`src/rtl/lccp_pkg.sv`:
```
`timescale 1ns / 1ps
// Package for the lattice coefficient compress/pack unit.
// Holds widths, register codes, item and result types and the rounding helpers.
package lccp_pkg;

	localparam int LCCP_COEF_W     = 13;
	localparam int LCCP_BYTE_W     = 8;
	localparam int LCCP_VALUE_W    = 12;
	localparam int LCCP_ACC_W      = 16;
	localparam int LCCP_CNT_W      = 4;
	localparam int LCCP_T_W        = 6;
	localparam int LCCP_BITS_W     = 3;
	localparam int LCCP_CFG_DATA_W = 3;
	localparam int LCCP_CFG_IDX_W  = 1;
	localparam int LCCP_NUM_W      = 19;
	localparam int LCCP_PROD_W     = 38;
	localparam int LCCP_EXP_W      = 18;
	localparam int LCCP_FIFO_DEPTH = 4;

	localparam logic [11:0] LCCP_MODULUS    = 12'd3329;
	localparam logic [10:0] LCCP_ROUND_HALF = 11'd1664;
	// ceil(2^30 / 3329): exact floor division for every numerator below 2^19
	localparam logic [18:0] LCCP_RECIP       = 19'd322542;
	localparam int          LCCP_RECIP_SHIFT = 30;

	localparam logic [LCCP_BITS_W-1:0] LCCP_BITS_RESET = 3'd6;
	localparam logic [LCCP_BITS_W-1:0] LCCP_BITS_MIN   = 3'd4;
	localparam logic [LCCP_BITS_W-1:0] LCCP_BITS_MAX   = 3'd6;

	typedef enum logic [LCCP_CFG_IDX_W-1:0] {
		LCCP_REG_COMPRESS_BITS = 1'b0,
		LCCP_REG_DIRECTION     = 1'b1
	} lccp_reg_t;

	typedef enum logic {
		LCCP_DIR_COMPRESS   = 1'b0,
		LCCP_DIR_DECOMPRESS = 1'b1
	} lccp_dir_t;

	typedef struct packed {
		logic signed [LCCP_COEF_W-1:0] coefficient;
		logic [LCCP_BYTE_W-1:0]        in_byte;
		logic                          end_of_poly;
	} lccp_item_t;

	typedef struct packed {
		logic [LCCP_VALUE_W-1:0] value;
		logic                    last;
	} lccp_result_t;

	typedef struct packed {
		logic [1:0]   n;
		lccp_result_t res0;
		lccp_result_t res1;
	} lccp_push_t;

	typedef struct packed {
		logic [LCCP_ACC_W-1:0] acc;
		logic [LCCP_CNT_W-1:0] cnt;
	} lccp_state_t;

	function automatic logic [LCCP_BITS_W-1:0] lccp_width(logic [LCCP_BITS_W-1:0] bits);
		if (bits < LCCP_BITS_MIN) return LCCP_BITS_MIN;
		if (bits > LCCP_BITS_MAX) return LCCP_BITS_MAX;
		return bits;
	endfunction

	function automatic logic [LCCP_T_W-1:0] lccp_mask(logic [LCCP_BITS_W-1:0] d);
		case (d)
			3'd4:    return 6'h0f;
			3'd5:    return 6'h1f;
			default: return 6'h3f;
		endcase
	endfunction

	function automatic logic [LCCP_VALUE_W-1:0] lccp_expand(logic [LCCP_T_W-1:0] t,
			logic [LCCP_BITS_W-1:0] d);
		logic [LCCP_EXP_W-1:0] prod;
		prod = LCCP_EXP_W'(t) * LCCP_EXP_W'(LCCP_MODULUS)
			+ (LCCP_EXP_W'(1) << (d - 3'd1));
		return LCCP_VALUE_W'(prod >> d);
	endfunction

endpackage

```
`src/rtl/lccp_if.sv`:
```
`timescale 1ns / 1ps
// Valid/ready channel interfaces for items and results.
// Depends on lccp_pkg for field widths.
interface lccp_in_if import lccp_pkg::*; ();
	logic                          valid;
	logic                          ready;
	logic signed [LCCP_COEF_W-1:0] coefficient;
	logic [LCCP_BYTE_W-1:0]        in_byte;
	logic                          end_of_poly;

	modport source(output valid, coefficient, in_byte, end_of_poly, input ready);
	modport sink(input valid, coefficient, in_byte, end_of_poly, output ready);
endinterface

interface lccp_out_if import lccp_pkg::*; ();
	logic                    valid;
	logic                    ready;
	logic [LCCP_VALUE_W-1:0] out_value;
	logic                    last;

	modport source(output valid, out_value, last, input ready);
	modport sink(input valid, out_value, last, output ready);
endinterface

```
`src/rtl/lccp_codec.sv`:
```
`timescale 1ns / 1ps
// Single-pass codec datapath: rounding, packing and unpacking for one item.
// Depends on lccp_pkg.
module lccp_codec import lccp_pkg::*; (
	input  lccp_dir_t              direction,
	input  logic [LCCP_BITS_W-1:0] d,
	input  lccp_item_t             item,
	input  lccp_state_t            state,
	output lccp_push_t             push,
	output lccp_state_t            state_next
);

	logic signed [LCCP_COEF_W+1:0] vs_s;
	logic [LCCP_COEF_W-1:0]        vs;
	logic [LCCP_NUM_W-1:0]         num;
	logic [LCCP_PROD_W-1:0]        prod;
	logic [LCCP_T_W-1:0]           mask;
	logic [LCCP_T_W-1:0]           t;
	logic [LCCP_CNT_W-1:0]         d_cnt;

	assign mask  = lccp_mask(d);
	assign d_cnt = LCCP_CNT_W'(d);

	// normalise to a non-negative value, then round by reciprocal multiply
	assign vs_s = (LCCP_COEF_W+2)'(item.coefficient) + (LCCP_COEF_W+2)'(LCCP_MODULUS)
		+ (item.coefficient[LCCP_COEF_W-1] ? (LCCP_COEF_W+2)'(LCCP_MODULUS)
		: (LCCP_COEF_W+2)'(0));
	assign vs   = vs_s[LCCP_COEF_W-1:0];
	assign num  = (LCCP_NUM_W'(vs) << d) + LCCP_NUM_W'(LCCP_ROUND_HALF);
	assign prod = LCCP_PROD_W'(num) * LCCP_PROD_W'(LCCP_RECIP);
	assign t    = prod[LCCP_RECIP_SHIFT +: LCCP_T_W] & mask;

	always_comb begin
		logic [LCCP_ACC_W-1:0] acc1;
		logic [LCCP_ACC_W-1:0] acc2;
		logic [LCCP_CNT_W-1:0] cnt1;
		logic [LCCP_CNT_W-1:0] cnt2;
		logic [LCCP_CNT_W-1:0] cnt3;
		push       = '0;
		state_next = state;
		acc1       = '0;
		acc2       = '0;
		cnt1       = '0;
		cnt2       = '0;
		cnt3       = '0;
		case (direction)
			LCCP_DIR_COMPRESS: begin
				acc1 = state.acc | (LCCP_ACC_W'(t) << state.cnt);
				cnt1 = state.cnt + d_cnt;
				acc2 = acc1;
				cnt2 = cnt1;
				if (cnt1 >= 4'd8) begin
					push.n          = 2'd1;
					push.res0.value = LCCP_VALUE_W'(acc1[7:0]);
					acc2            = acc1 >> 8;
					cnt2            = cnt1 - 4'd8;
				end
				// flush the partial byte at the end of the polynomial
				if (item.end_of_poly && cnt2 != '0) begin
					if (push.n == 2'd0) begin
						push.res0.value = LCCP_VALUE_W'(acc2[7:0]);
					end else begin
						push.res1.value = LCCP_VALUE_W'(acc2[7:0]);
					end
					push.n = push.n + 2'd1;
				end
				state_next.acc = acc2;
				state_next.cnt = cnt2;
			end
			LCCP_DIR_DECOMPRESS: begin
				acc1 = state.acc | (LCCP_ACC_W'(item.in_byte) << state.cnt[2:0]);
				cnt1 = state.cnt + 4'd8;
				state_next.acc = acc1;
				state_next.cnt = cnt1;
				if (cnt1 >= d_cnt) begin
					push.n          = 2'd1;
					push.res0.value = lccp_expand(acc1[LCCP_T_W-1:0] & mask, d);
					acc2            = acc1 >> d;
					cnt2            = cnt1 - d_cnt;
					state_next.acc  = acc2;
					state_next.cnt  = cnt2;
					if (cnt2 >= d_cnt) begin
						push.n          = 2'd2;
						push.res1.value = lccp_expand(acc2[LCCP_T_W-1:0] & mask, d);
						cnt3            = cnt2 - d_cnt;
						state_next.acc  = acc2 >> d;
						state_next.cnt  = cnt3;
					end
				end
			end
			default: begin
				push       = '0;
				state_next = state;
			end
		endcase
		if (item.end_of_poly) begin
			push.res0.last = (push.n == 2'd1);
			push.res1.last = (push.n == 2'd2);
			state_next     = '0;
		end
	end

endmodule

```
`src/rtl/lccp_result_fifo.sv`:
```
`timescale 1ns / 1ps
// Result queue: takes up to two results a cycle, hands out one a cycle while results.ready is high.
// Depends on lccp_pkg and lccp_if.
module lccp_result_fifo import lccp_pkg::*; #(
	parameter int DEPTH = LCCP_FIFO_DEPTH
) (
	input  logic       clk,
	input  logic       arst_n,
	input  logic       push_en,
	input  lccp_push_t push,
	output logic       room,
	lccp_out_if.source results
);

	localparam int PTR_W = $clog2(DEPTH);
	localparam int OCC_W = $clog2(DEPTH + 1);

	lccp_result_t     entry_q [DEPTH];
	logic [PTR_W-1:0] wptr_q;
	logic [PTR_W-1:0] rptr_q;
	logic [OCC_W-1:0] occ_q;
	logic             pop;
	logic [1:0]       n_in;

	assign n_in = push_en ? push.n : 2'd0;
	assign pop  = results.valid && results.ready;
	assign room = (occ_q <= OCC_W'(DEPTH - 2));

	assign results.valid     = (occ_q != '0);
	assign results.out_value = entry_q[rptr_q].value;
	assign results.last      = entry_q[rptr_q].last;

	always_ff @(posedge clk) begin
		for (int i = 0; i < DEPTH; i++) begin
			if (n_in != 2'd0 && wptr_q == PTR_W'(i)) begin
				entry_q[i] <= push.res0;
			end else if (n_in == 2'd2 && PTR_W'(wptr_q + PTR_W'(1)) == PTR_W'(i)) begin
				entry_q[i] <= push.res1;
			end
		end
	end

	always_ff @(posedge clk or negedge arst_n) begin
		if (!arst_n) begin
			wptr_q <= '0;
			rptr_q <= '0;
			occ_q  <= '0;
		end else begin
			wptr_q <= wptr_q + PTR_W'(n_in);
			if (pop) begin
				rptr_q <= rptr_q + PTR_W'(1);
			end
			occ_q <= occ_q + OCC_W'(n_in) - OCC_W'(pop);
		end
	end

endmodule

```
`src/rtl/lattice_coeff_compress_pack_unit.sv`:
```
`timescale 1ns / 1ps
// Coefficient compress/pack and unpack/decompress unit, modulus 3329.
// Depends on lccp_pkg, lccp_if, lccp_codec and lccp_result_fifo.
//
// Usage:
//   items   : valid/ready channel carrying coefficient, in_byte and end_of_poly.
//   results : valid/ready channel carrying out_value and last.
//   cfg     : write port; index 0 sets compress_bits (4..6, clamped), index 1
//             sets direction (0 compress, 1 decompress). Every write clears the
//             bit accumulator. Write only while no transaction is in flight.
//   A transaction on items lands in the input stage; once the queue has room,
//   the codec turns it into zero, one or two results in a single pass and
//   writes them into a four-entry result queue.
//   Throughput: one item per cycle while each item yields at most one result and
//   results.ready stays high; the output port hands out one result per cycle, so
//   items that yield two results are limited by that port. items.ready stays high
//   while the queue has room for two more results.
//   When results.ready is held low the queue fills and items.ready drops; no
//   result is lost or repeated. Reset empties the input stage and the queue,
//   clears the accumulator and sets compress_bits to 6, direction to compress.
module lattice_coeff_compress_pack_unit import lccp_pkg::*; #(
	parameter int FIFO_DEPTH = LCCP_FIFO_DEPTH
) (
	input  logic                       clk,
	input  logic                       arst_n,
	input  logic                       cfg_wr_en,
	input  logic [LCCP_CFG_IDX_W-1:0]  cfg_index,
	input  logic [LCCP_CFG_DATA_W-1:0] cfg_data,
	lccp_in_if.sink                    items,
	lccp_out_if.source                 results
);

	logic                   valid_s1;
	lccp_item_t             item_s1;
	logic [LCCP_BITS_W-1:0] bits_q;
	lccp_dir_t              dir_q;
	lccp_state_t            state_q;
	lccp_state_t            state_next;
	lccp_push_t             push;
	logic                   room;
	logic                   consume;
	logic                   accept;

	assign consume     = valid_s1 && room;
	assign items.ready = !valid_s1 || room;
	assign accept      = items.valid && items.ready;

	lccp_codec u_codec (
		.direction (dir_q),
		.d         (lccp_width(bits_q)),
		.item      (item_s1),
		.state     (state_q),
		.push      (push),
		.state_next(state_next)
	);

	lccp_result_fifo #(
		.DEPTH(FIFO_DEPTH)
	) u_result_fifo (
		.clk    (clk),
		.arst_n (arst_n),
		.push_en(consume),
		.push   (push),
		.room   (room),
		.results(results)
	);

	always_ff @(posedge clk) begin
		if (accept) begin
			item_s1.coefficient <= items.coefficient;
			item_s1.in_byte     <= items.in_byte;
			item_s1.end_of_poly <= items.end_of_poly;
		end
	end

	always_ff @(posedge clk or negedge arst_n) begin
		if (!arst_n) begin
			valid_s1 <= 1'b0;
		end else if (accept) begin
			valid_s1 <= 1'b1;
		end else if (consume) begin
			valid_s1 <= 1'b0;
		end
	end

	always_ff @(posedge clk or negedge arst_n) begin
		if (!arst_n) begin
			bits_q  <= LCCP_BITS_RESET;
			dir_q   <= LCCP_DIR_COMPRESS;
			state_q <= '0;
		end else if (cfg_wr_en) begin
			case (lccp_reg_t'(cfg_index))
				LCCP_REG_COMPRESS_BITS: begin
					bits_q <= cfg_data[LCCP_BITS_W-1:0];
				end
				LCCP_REG_DIRECTION: begin
					dir_q <= lccp_dir_t'(cfg_data[0]);
				end
				default: begin
					bits_q <= bits_q;
				end
			endcase
			state_q <= '0;
		end else if (consume) begin
			state_q <= state_next;
		end
	end

endmodule

```
`src/flat_wrapper.sv`:
```
// flat-port wrapper written by rule: the top's interface ports become plain ports
module lattice_coeff_compress_pack_unit_flat import lccp_pkg::*;
#(
	parameter int FIFO_DEPTH = LCCP_FIFO_DEPTH
)
  (clk, arst_n, cfg_wr_en, cfg_index, cfg_data, items_valid, items_coefficient, items_in_byte, items_end_of_poly, items_ready, results_valid, results_out_value, results_last, results_ready);
  lccp_in_if items_i ();
  lccp_out_if results_i ();
  input  logic clk;
  input  logic arst_n;
  input  logic cfg_wr_en;
  input  logic [LCCP_CFG_IDX_W-1:0] cfg_index;
  input  logic [LCCP_CFG_DATA_W-1:0] cfg_data;
  input wire logic [$bits(items_i.valid)-1:0] items_valid;
  input wire logic [$bits(items_i.coefficient)-1:0] items_coefficient;
  input wire logic [$bits(items_i.in_byte)-1:0] items_in_byte;
  input wire logic [$bits(items_i.end_of_poly)-1:0] items_end_of_poly;
  output wire logic [$bits(items_i.ready)-1:0] items_ready;
  output wire logic [$bits(results_i.valid)-1:0] results_valid;
  output wire logic [$bits(results_i.out_value)-1:0] results_out_value;
  output wire logic [$bits(results_i.last)-1:0] results_last;
  input wire logic [$bits(results_i.ready)-1:0] results_ready;
  assign items_i.valid = items_valid;
  assign items_i.coefficient = items_coefficient;
  assign items_i.in_byte = items_in_byte;
  assign items_i.end_of_poly = items_end_of_poly;
  assign items_ready = items_i.ready;
  assign results_valid = results_i.valid;
  assign results_out_value = results_i.out_value;
  assign results_last = results_i.last;
  assign results_i.ready = results_ready;
  lattice_coeff_compress_pack_unit #(.FIFO_DEPTH(FIFO_DEPTH)) u_core (.clk(clk), .arst_n(arst_n), .cfg_wr_en(cfg_wr_en), .cfg_index(cfg_index), .cfg_data(cfg_data), .items(items_i), .results(results_i));
endmodule
```
`config.mk`:
```
export PLATFORM = sky130hd
export DESIGN_NAME = lattice_coeff_compress_pack_unit_flat
export DESIGN_NICKNAME = d
export VERILOG_FILES = /design/src/rtl/lccp_pkg.sv /design/src/rtl/lccp_if.sv /design/src/rtl/lccp_codec.sv /design/src/rtl/lccp_result_fifo.sv /design/src/rtl/lattice_coeff_compress_pack_unit.sv /design/src/flat_wrapper.sv
export SDC_FILE = /design/constraint.sdc
export NUM_CORES = 1
export LEC_CHECK = 0
export BUFFER_PORTS_ARGS = -buffer_cell sky130_fd_sc_hd__buf_2
export CORE_ASPECT_RATIO = 2
export CORE_MARGIN = 2
export CORE_UTILIZATION = 25
export DETAILED_ROUTE_END_ITERATION = 16
export PLACE_DENSITY = 0.46
export SETUP_SLACK_MARGIN = 0.5
export SLEW_MARGIN = 15
export SYNTH_ARGS = -nofsm -noshare
export SYNTH_HDL_FRONTEND = slang
export SYNTH_SLANG_ARGS = --single-unit
```
`constraint.sdc`:
```
create_clock -name clk -period 12.4 [get_ports clk]
set_clock_uncertainty 0.05 [all_clocks]
set_input_delay 3.1 -clock clk [delete_from_list [all_inputs] [get_ports clk]]
set_output_delay 3.1 -clock clk [all_outputs]
set_load 0.05 [all_outputs]
```
# Yosys cells after proc, flatten, opt, wreduce, memory -nomap -nowiden

Memories as Yosys holds them, arrays and structs flattened.
Cells that the tools add are included.

$add $sub $neg: 17
$mul: 3
Order comparisons: 6
Equal/unequal tests: 11
Shift operators: 8
Muxes and demuxes: 65
Bitwise gates (word level): 11
Reductions and logical operators: 26

Operators by type and width:

| kind                                                | count |
|---|---|
| 2-to-1 mux 20 bit                                   | 5 |
| 2-to-1 mux 13 bit                                   | 7 |
| 2-to-1 mux 12 bit                                   | 4 |
| 2-to-1 mux 14 bit                                   | 3 |
| case mux 20 bit (2 select lines)                    | 1 |
| adder 18 bit                                        | 2 |
| multiplier 6 x 12 -> 18 bit, second input constant  | 2 |
| >> shifter 18 x 3 -> 12 bit                         | 2 |
| multiplier 19 x 18 -> 35 bit, second input constant | 1 |
| bitwise OR 16 bit                                   | 2 |
| >> shifter 16 x 3 -> 16 bit                         | 2 |
| 2-to-1 mux 1 bit                                    | 29 |
| case mux 14 bit (2 select lines)                    | 1 |
| OR reduction 13 bit                                 | 2 |
| case mux 12 bit (2 select lines)                    | 1 |
| adder 19 x 11 -> 19 bit, second input constant      | 1 |
| << shifter 13 x 3 -> 19 bit                         | 1 |
| AND 6 bit                                           | 3 |
| << shifter 1 x 3 -> 18 bit, first input constant    | 1 |
| 2-to-1 mux 16 bit                                   | 1 |
| 2-to-1 mux 8 bit                                    | 2 |
| << shifter 6 x 4 -> 16 bit                          | 1 |
| << shifter 8 x 3 -> 16 bit                          | 1 |
| adder 13 x 12 -> 13 bit                             | 1 |
| 32 further kinds                                    | 71 |

Register bits: 54
Memory bits (writable): 52
Input port bits: 31
Word-level logic and storage cells: 159
Memories kept: 1

Memory list:

| name                         | depth | width | read ports | clocked after memory_dff | wr ports | line                   | RTL |
|---|---|---|---|---|---|---|---|
| u_core.u_result_fifo.entry_q | 4     | 13    | 1          | 0                        | 2        | lccp_result_fifo.sv:18 | `lccp_result_t entry_q [DEPTH];` |

# Longest topological paths before layout

Depth in word-level cells: 26
Gate-level depth with buffers: 39
Depth with buffers taken out: 39

# Cells and area by module

A second synthesis with hierarchy kept.

Cell total of the unflattened synthesis: 2231
Area, all modules: 19681.4 µm²

By module, submodules not included:

| module                           | instances | cells each | area each (µm²) | seq. area each (µm²) |
|---|---|---|---|---|
| lccp_codec                       | 1         | 1927       | 14741.6         | 0.0 |
| lccp_result_fifo                 | 1         | 171        | 2990.4          | 1736.7 |
| lattice_coeff_compress_pack_unit | 1         | 133        | 1949.4          | 1288.7 |

# Worst setup path after synthesis

Ideal clock, no wire load.

Kind: reg2reg
From: reg u_core.item_s1[21] in the netlist's numbering
To: reg u_core.state_q[16] in the netlist's numbering
Setup time: 122 ps
Data arrival time: 9778 ps
Data required time: 12228 ps
Setup slack: 2450 ps
Stages on the path, launching flop included: 36
Path buffers: 0
Clock period less this slack: 9950 ps
Path through: edfxtp_1 > inv_1 > ha_1 > inv_1 > ha_1 > ha_1 > xor2_1 > mux2i_1 > o21ai_0 > ha_1 > a211oi_1 > or4b_1 > or4_4 > and2_1 > fa_1 > inv_1 > fa_1 > inv_1 > fa_1 > fa_1 > fa_1 > inv_1 > fa_1 > inv_1 > ha_1 > and4_1 > nand4_1 > a211o_1 > o21ai_0 > mux2_2 > nand2_1 > mux4_2 > mux2_2 > and2_1 > or4_1 > a32o_1

Word-level cells in the longest chain between the ends: 13

RTL lines:

| element                                                  | line                                    | RTL |
|---|---|---|
| start, declared                                          | lattice_coeff_compress_pack_unit.sv:34  | `lccp_item_t item_s1;` |
| adder 13 bit / 2-to-1 mux 12 bit (equally long branches) | lccp_codec.sv:25, lccp_codec.sv:26      |  |
| adder 13 x 12 -> 13 bit (*)                              | lccp_codec.sv:26                        | `+ (item.coefficient[LCCP_COEF_W-1] ? (LCCP_COEF_W+2)'(LCCP_MODULUS)` |
| << shifter 13 x 3 -> 19 bit (*)                          | lccp_codec.sv:29                        | `assign num = (LCCP_NUM_W'(vs) << d) + LCCP_NUM_W'(LCCP_ROUND_HALF);` |
| adder 19 x 11 -> 19 bit (*)                              | lccp_codec.sv:29                        |  |
| multiplier 19 x 18 -> 35 bit (*)                         | lccp_codec.sv:30                        | `assign prod = LCCP_PROD_W'(num) * LCCP_PROD_W'(LCCP_RECIP);` |
| AND 6 bit (*)                                            | lccp_codec.sv:31                        | `assign t = prod[LCCP_RECIP_SHIFT +: LCCP_T_W] & mask;` |
| << shifter 6 x 4 -> 16 bit (*)                           | lccp_codec.sv:48                        | `acc1 = state.acc \| (LCCP_ACC_W'(t) << state.cnt);` |
| bitwise OR 16 bit (*)                                    | lccp_codec.sv:48                        |  |
| 2-to-1 mux 16 bit (*)                                    | lccp_codec.sv:52                        | `if (cnt1 >= 4'd8) begin` |
| case mux 20 bit (2 select lines) (*)                     | lccp_codec.sv:46                        | `case (direction)` |
| 2-to-1 mux 20 bit (*)                                    | lccp_codec.sv:96                        | `if (item.end_of_poly) begin` |
| 2-to-1 mux 20 bit (*)                                    | lattice_coeff_compress_pack_unit.sv:104 | `end else if (consume) begin` |
| 2-to-1 mux 20 bit (*)                                    | lattice_coeff_compress_pack_unit.sv:91  | `end else if (cfg_wr_en) begin` |
| end signal, assigned                                     | lattice_coeff_compress_pack_unit.sv:105 | `state_q <= state_next;` |
| end, declared                                            | lattice_coeff_compress_pack_unit.sv:37  | `lccp_state_t state_q;` |

Mark *: on every way between the ends. The rest lies on a longest branch, timed or not. The select of a mux whose other input is x is not followed.
A chain may end at the register's enable or synchronous reset.

==> reports/metrics.cfg <==
[clocking]
clk_latency_ns=0.37
cts_setup_buffers=0
cts.path.max_buffers=2
root_buffer=clkbuf_16
clock_sinks=106
postCtsHoldBufs=0
cts-resized-gates=0
cts_buffers=9
clkTransAtPathRegs_ns=0.08
tritoncts=yes
htree_levels=3

[worst_hold_path]
hp-class=register to register

[global_routing]
grt_pass1_vias=13365
grt_overflow=0
grt_antenna_before_repair=0
grt_max_degree=44
grt_pass1_wl_mm=78.6
grt_usage=0.146

[yosys]
synth_top_area_frac=0.178
synthFlopType=edfxtp_1
yosysTopAreaCell=fa_1
ys_ff_latch=106
netlist_instances=1831
synth_edf_count=74
synth_warnings=0
synth-xor-area-share=0.0404
synth-simple-area-share=0.122
muxShareOfSynthArea=0.0649
synthTopCellsByCount=inv_1, ha_1, fa_1, nand2_1, nor2_1
synthArstFlopShare=0.302
yosysSeqAreaShare=0.181
ys_types=91
synth_area_leaders=fa_1, ha_1, edfxtp_1
synth_top_family_by_area=adder cells
syn_area_mm2=0.0167
synth.most_common_cell=inv_1
synth-compound-area-share=0.155
synth_fa_ha_area_frac=0.348
syn_area_per_cell_um2=9.11

[floorplan]
rows=134
initial_core_util=0.251
die_x_um=187
die-area_mm2=0.0689
coreArea_mm2=0.0664
ioPinCount=46
die_h_um=369

[routing]
drt_drc_violations_left=0
drtIter0Drc=736
wl_mm=49.6
firstDrtPassIters=7
drt-wirelength-per-cell_um=17.9
num_vias=13222
vias_per_cell=4.78
drtAntennaViolNets=0

[setup_path]
end_kind=register
crit_start=u_core.item_s1[21]$_DFFE_PP_
r2r_start=u_core.item_s1[21]$_DFFE_PP_
path_max_fanout=7
r2r_setup_slack_ns=1.32
crit_type=register to register
required_ns=12.47
cpMaxStageDelayCell=nor3_1
crit_arrival_ns=11.15
worst_setup_path_start_kind=register
reg2reg_to=u_core.u_result_fifo.entry_q[0][4]$_DFFE_PP_
worstSetupEndpoint=u_core.u_result_fifo.entry_q[0][4]$_DFFE_PP_
max_stage_delay_ns=0.65
ff2ff_path_depth=35

[place]
globalplace.congestion=0.872
io_buffers=45
dp_hpwl_mm=40.8

[job]
cap_violations=0

[layout]
num_antenna_cells=0
fin_nets=2282
nFillCells=7199
syn_to_final_growth_pct=9.96
drive_above_1_share=0.0851

[outcome]
status=finished, final reports clean

[timing]
finalMaxSlewViolations=0
tightestPinTransition_ns=1.06
finalSetupViolCount=0
rsz0062_at_grt=false
relSlewSlack=0.285
max_clock_freq_mhz=90.2
hold_viol=0
period_needed_ns=11.08
finalSetupTns_ns=0
period_share=0.894

==> critical path: cells and delay by family (launching register included) <==
kind | cells | cell delay, ns
mux | 2 | 0.42
fa+ha+maj | 11 | 4.20
buf+inv | 6 | 0.49
simple gates | 6 | 2.50
xor+xnor | 1 | 0.22
flops | 1 | 0.35
compound gates | 9 | 2.56
==> registers in the layout, indices dropped and copies added, names as in the netlist <==
signal and count:
u_core.bits_q 3, u_core.dir_q 1, u_core.item_s1 22, u_core.state_q 20, u_core.u_result_fifo.entry_q 52, u_core.u_result_fifo.occ_q 3
u_core.u_result_fifo.rptr_q 2, u_core.u_result_fifo.wptr_q 2, u_core.valid_s1 1
==> layout make-up <==
type | count | area, um^2 | share of cell area
Multi-Input combinational cell | 1372 | 12300 | 0.673
Sequential cell | 106 | 3030 | 0.165
Inverter | 321 | 1200 | 0.0657
Tap cell | 884 | 1110 | 0.0603
Timing Repair Buffer | 66 | 383 | 0.0209
Clock buffer | 10 | 229 | 0.0125
Clock inverter | 6 | 50.0 | 0.00273
==> per-stage QoR <==
stage	hold WS (ns)	utilization	std cells	setup slack (ns)	area [um^2]
after CTS	0.449	0.276	2765	1.25	18300
after global routing	0.483	0.276	2765	0.660	18300
after detailed placement	0.433	0.272	2749	1.24	18100
final	0.445	0.276	2765	1.32	18300
after floorplan	0.410	-	1865	2.45	16800
after global placement	0.427	0.272	2749	1.47	18100
==> per-layer routing <==
layer | global-route usage | wire, um
met1 | 0.209 | 24300
met2 | 0.233 | 22200
met3 | 0.0147 | 1980
met4 | 0.0359 | 1080
met5 | 0 | 0
==> worst min-delay path by stage <==
stage	from	to	cells after the start
after floorplan	u_core.u_result_fifo.occ_q[2]$_DFF_PN0_	u_core.u_result_fifo.occ_q[2]$_DFF_PN0_	1
after global placement	u_core.u_result_fifo.occ_q[2]$_DFF_PN0_	u_core.u_result_fifo.occ_q[2]$_DFF_PN0_	1
after detailed placement	u_core.u_result_fifo.occ_q[2]$_DFF_PN0_	u_core.u_result_fifo.occ_q[2]$_DFF_PN0_	1
after CTS	u_core.u_result_fifo.occ_q[2]$_DFF_PN0_	u_core.u_result_fifo.occ_q[2]$_DFF_PN0_	1
after global routing	u_core.u_result_fifo.occ_q[2]$_DFF_PN0_	u_core.u_result_fifo.occ_q[2]$_DFF_PN0_	1
final	u_core.u_result_fifo.occ_q[2]$_DFF_PN0_	u_core.u_result_fifo.occ_q[2]$_DFF_PN0_	1
==> cell families (layout without fill, tap and decap cells) <==
family,after synthesis,count (layout)
AOI/OAI and AO/OA,382,382
other,2,36
and+or+nand+nor,422,422
buffers and inverters,387,403
muxes,80,80
adders and majority gates,375,375
xor gates and xnor gates,77,77
DFF,106,106
==> cells in the final DEF (no fill, tap or decap), types with 13 or more instances in the layout <==
cell      instances
a31oi_1          13
nor2_1          110
dfrtp_1          30
a211oi_1         18
xnor2_1          52
buf_2            45
mux2_2           25
nand3_1          21
mux2i_1          35
nand2_1         140
xor2_1           25
edfxtp_1         74
fa_1            148
a21oi_1          86
and3_1           17
conb_1           36
and2_1           21
ha_1            227
nor3_1           27
o211ai_1         15
a22oi_1          16
inv_1           316
o21ai_0          65
buf_4            21
o22ai_1          18
a21o_1           27
mux4_2           20
Power is left out: the tool's default activity adds up to more than one toggle a clock period on the data nets, which glitch-free logic cannot reach.
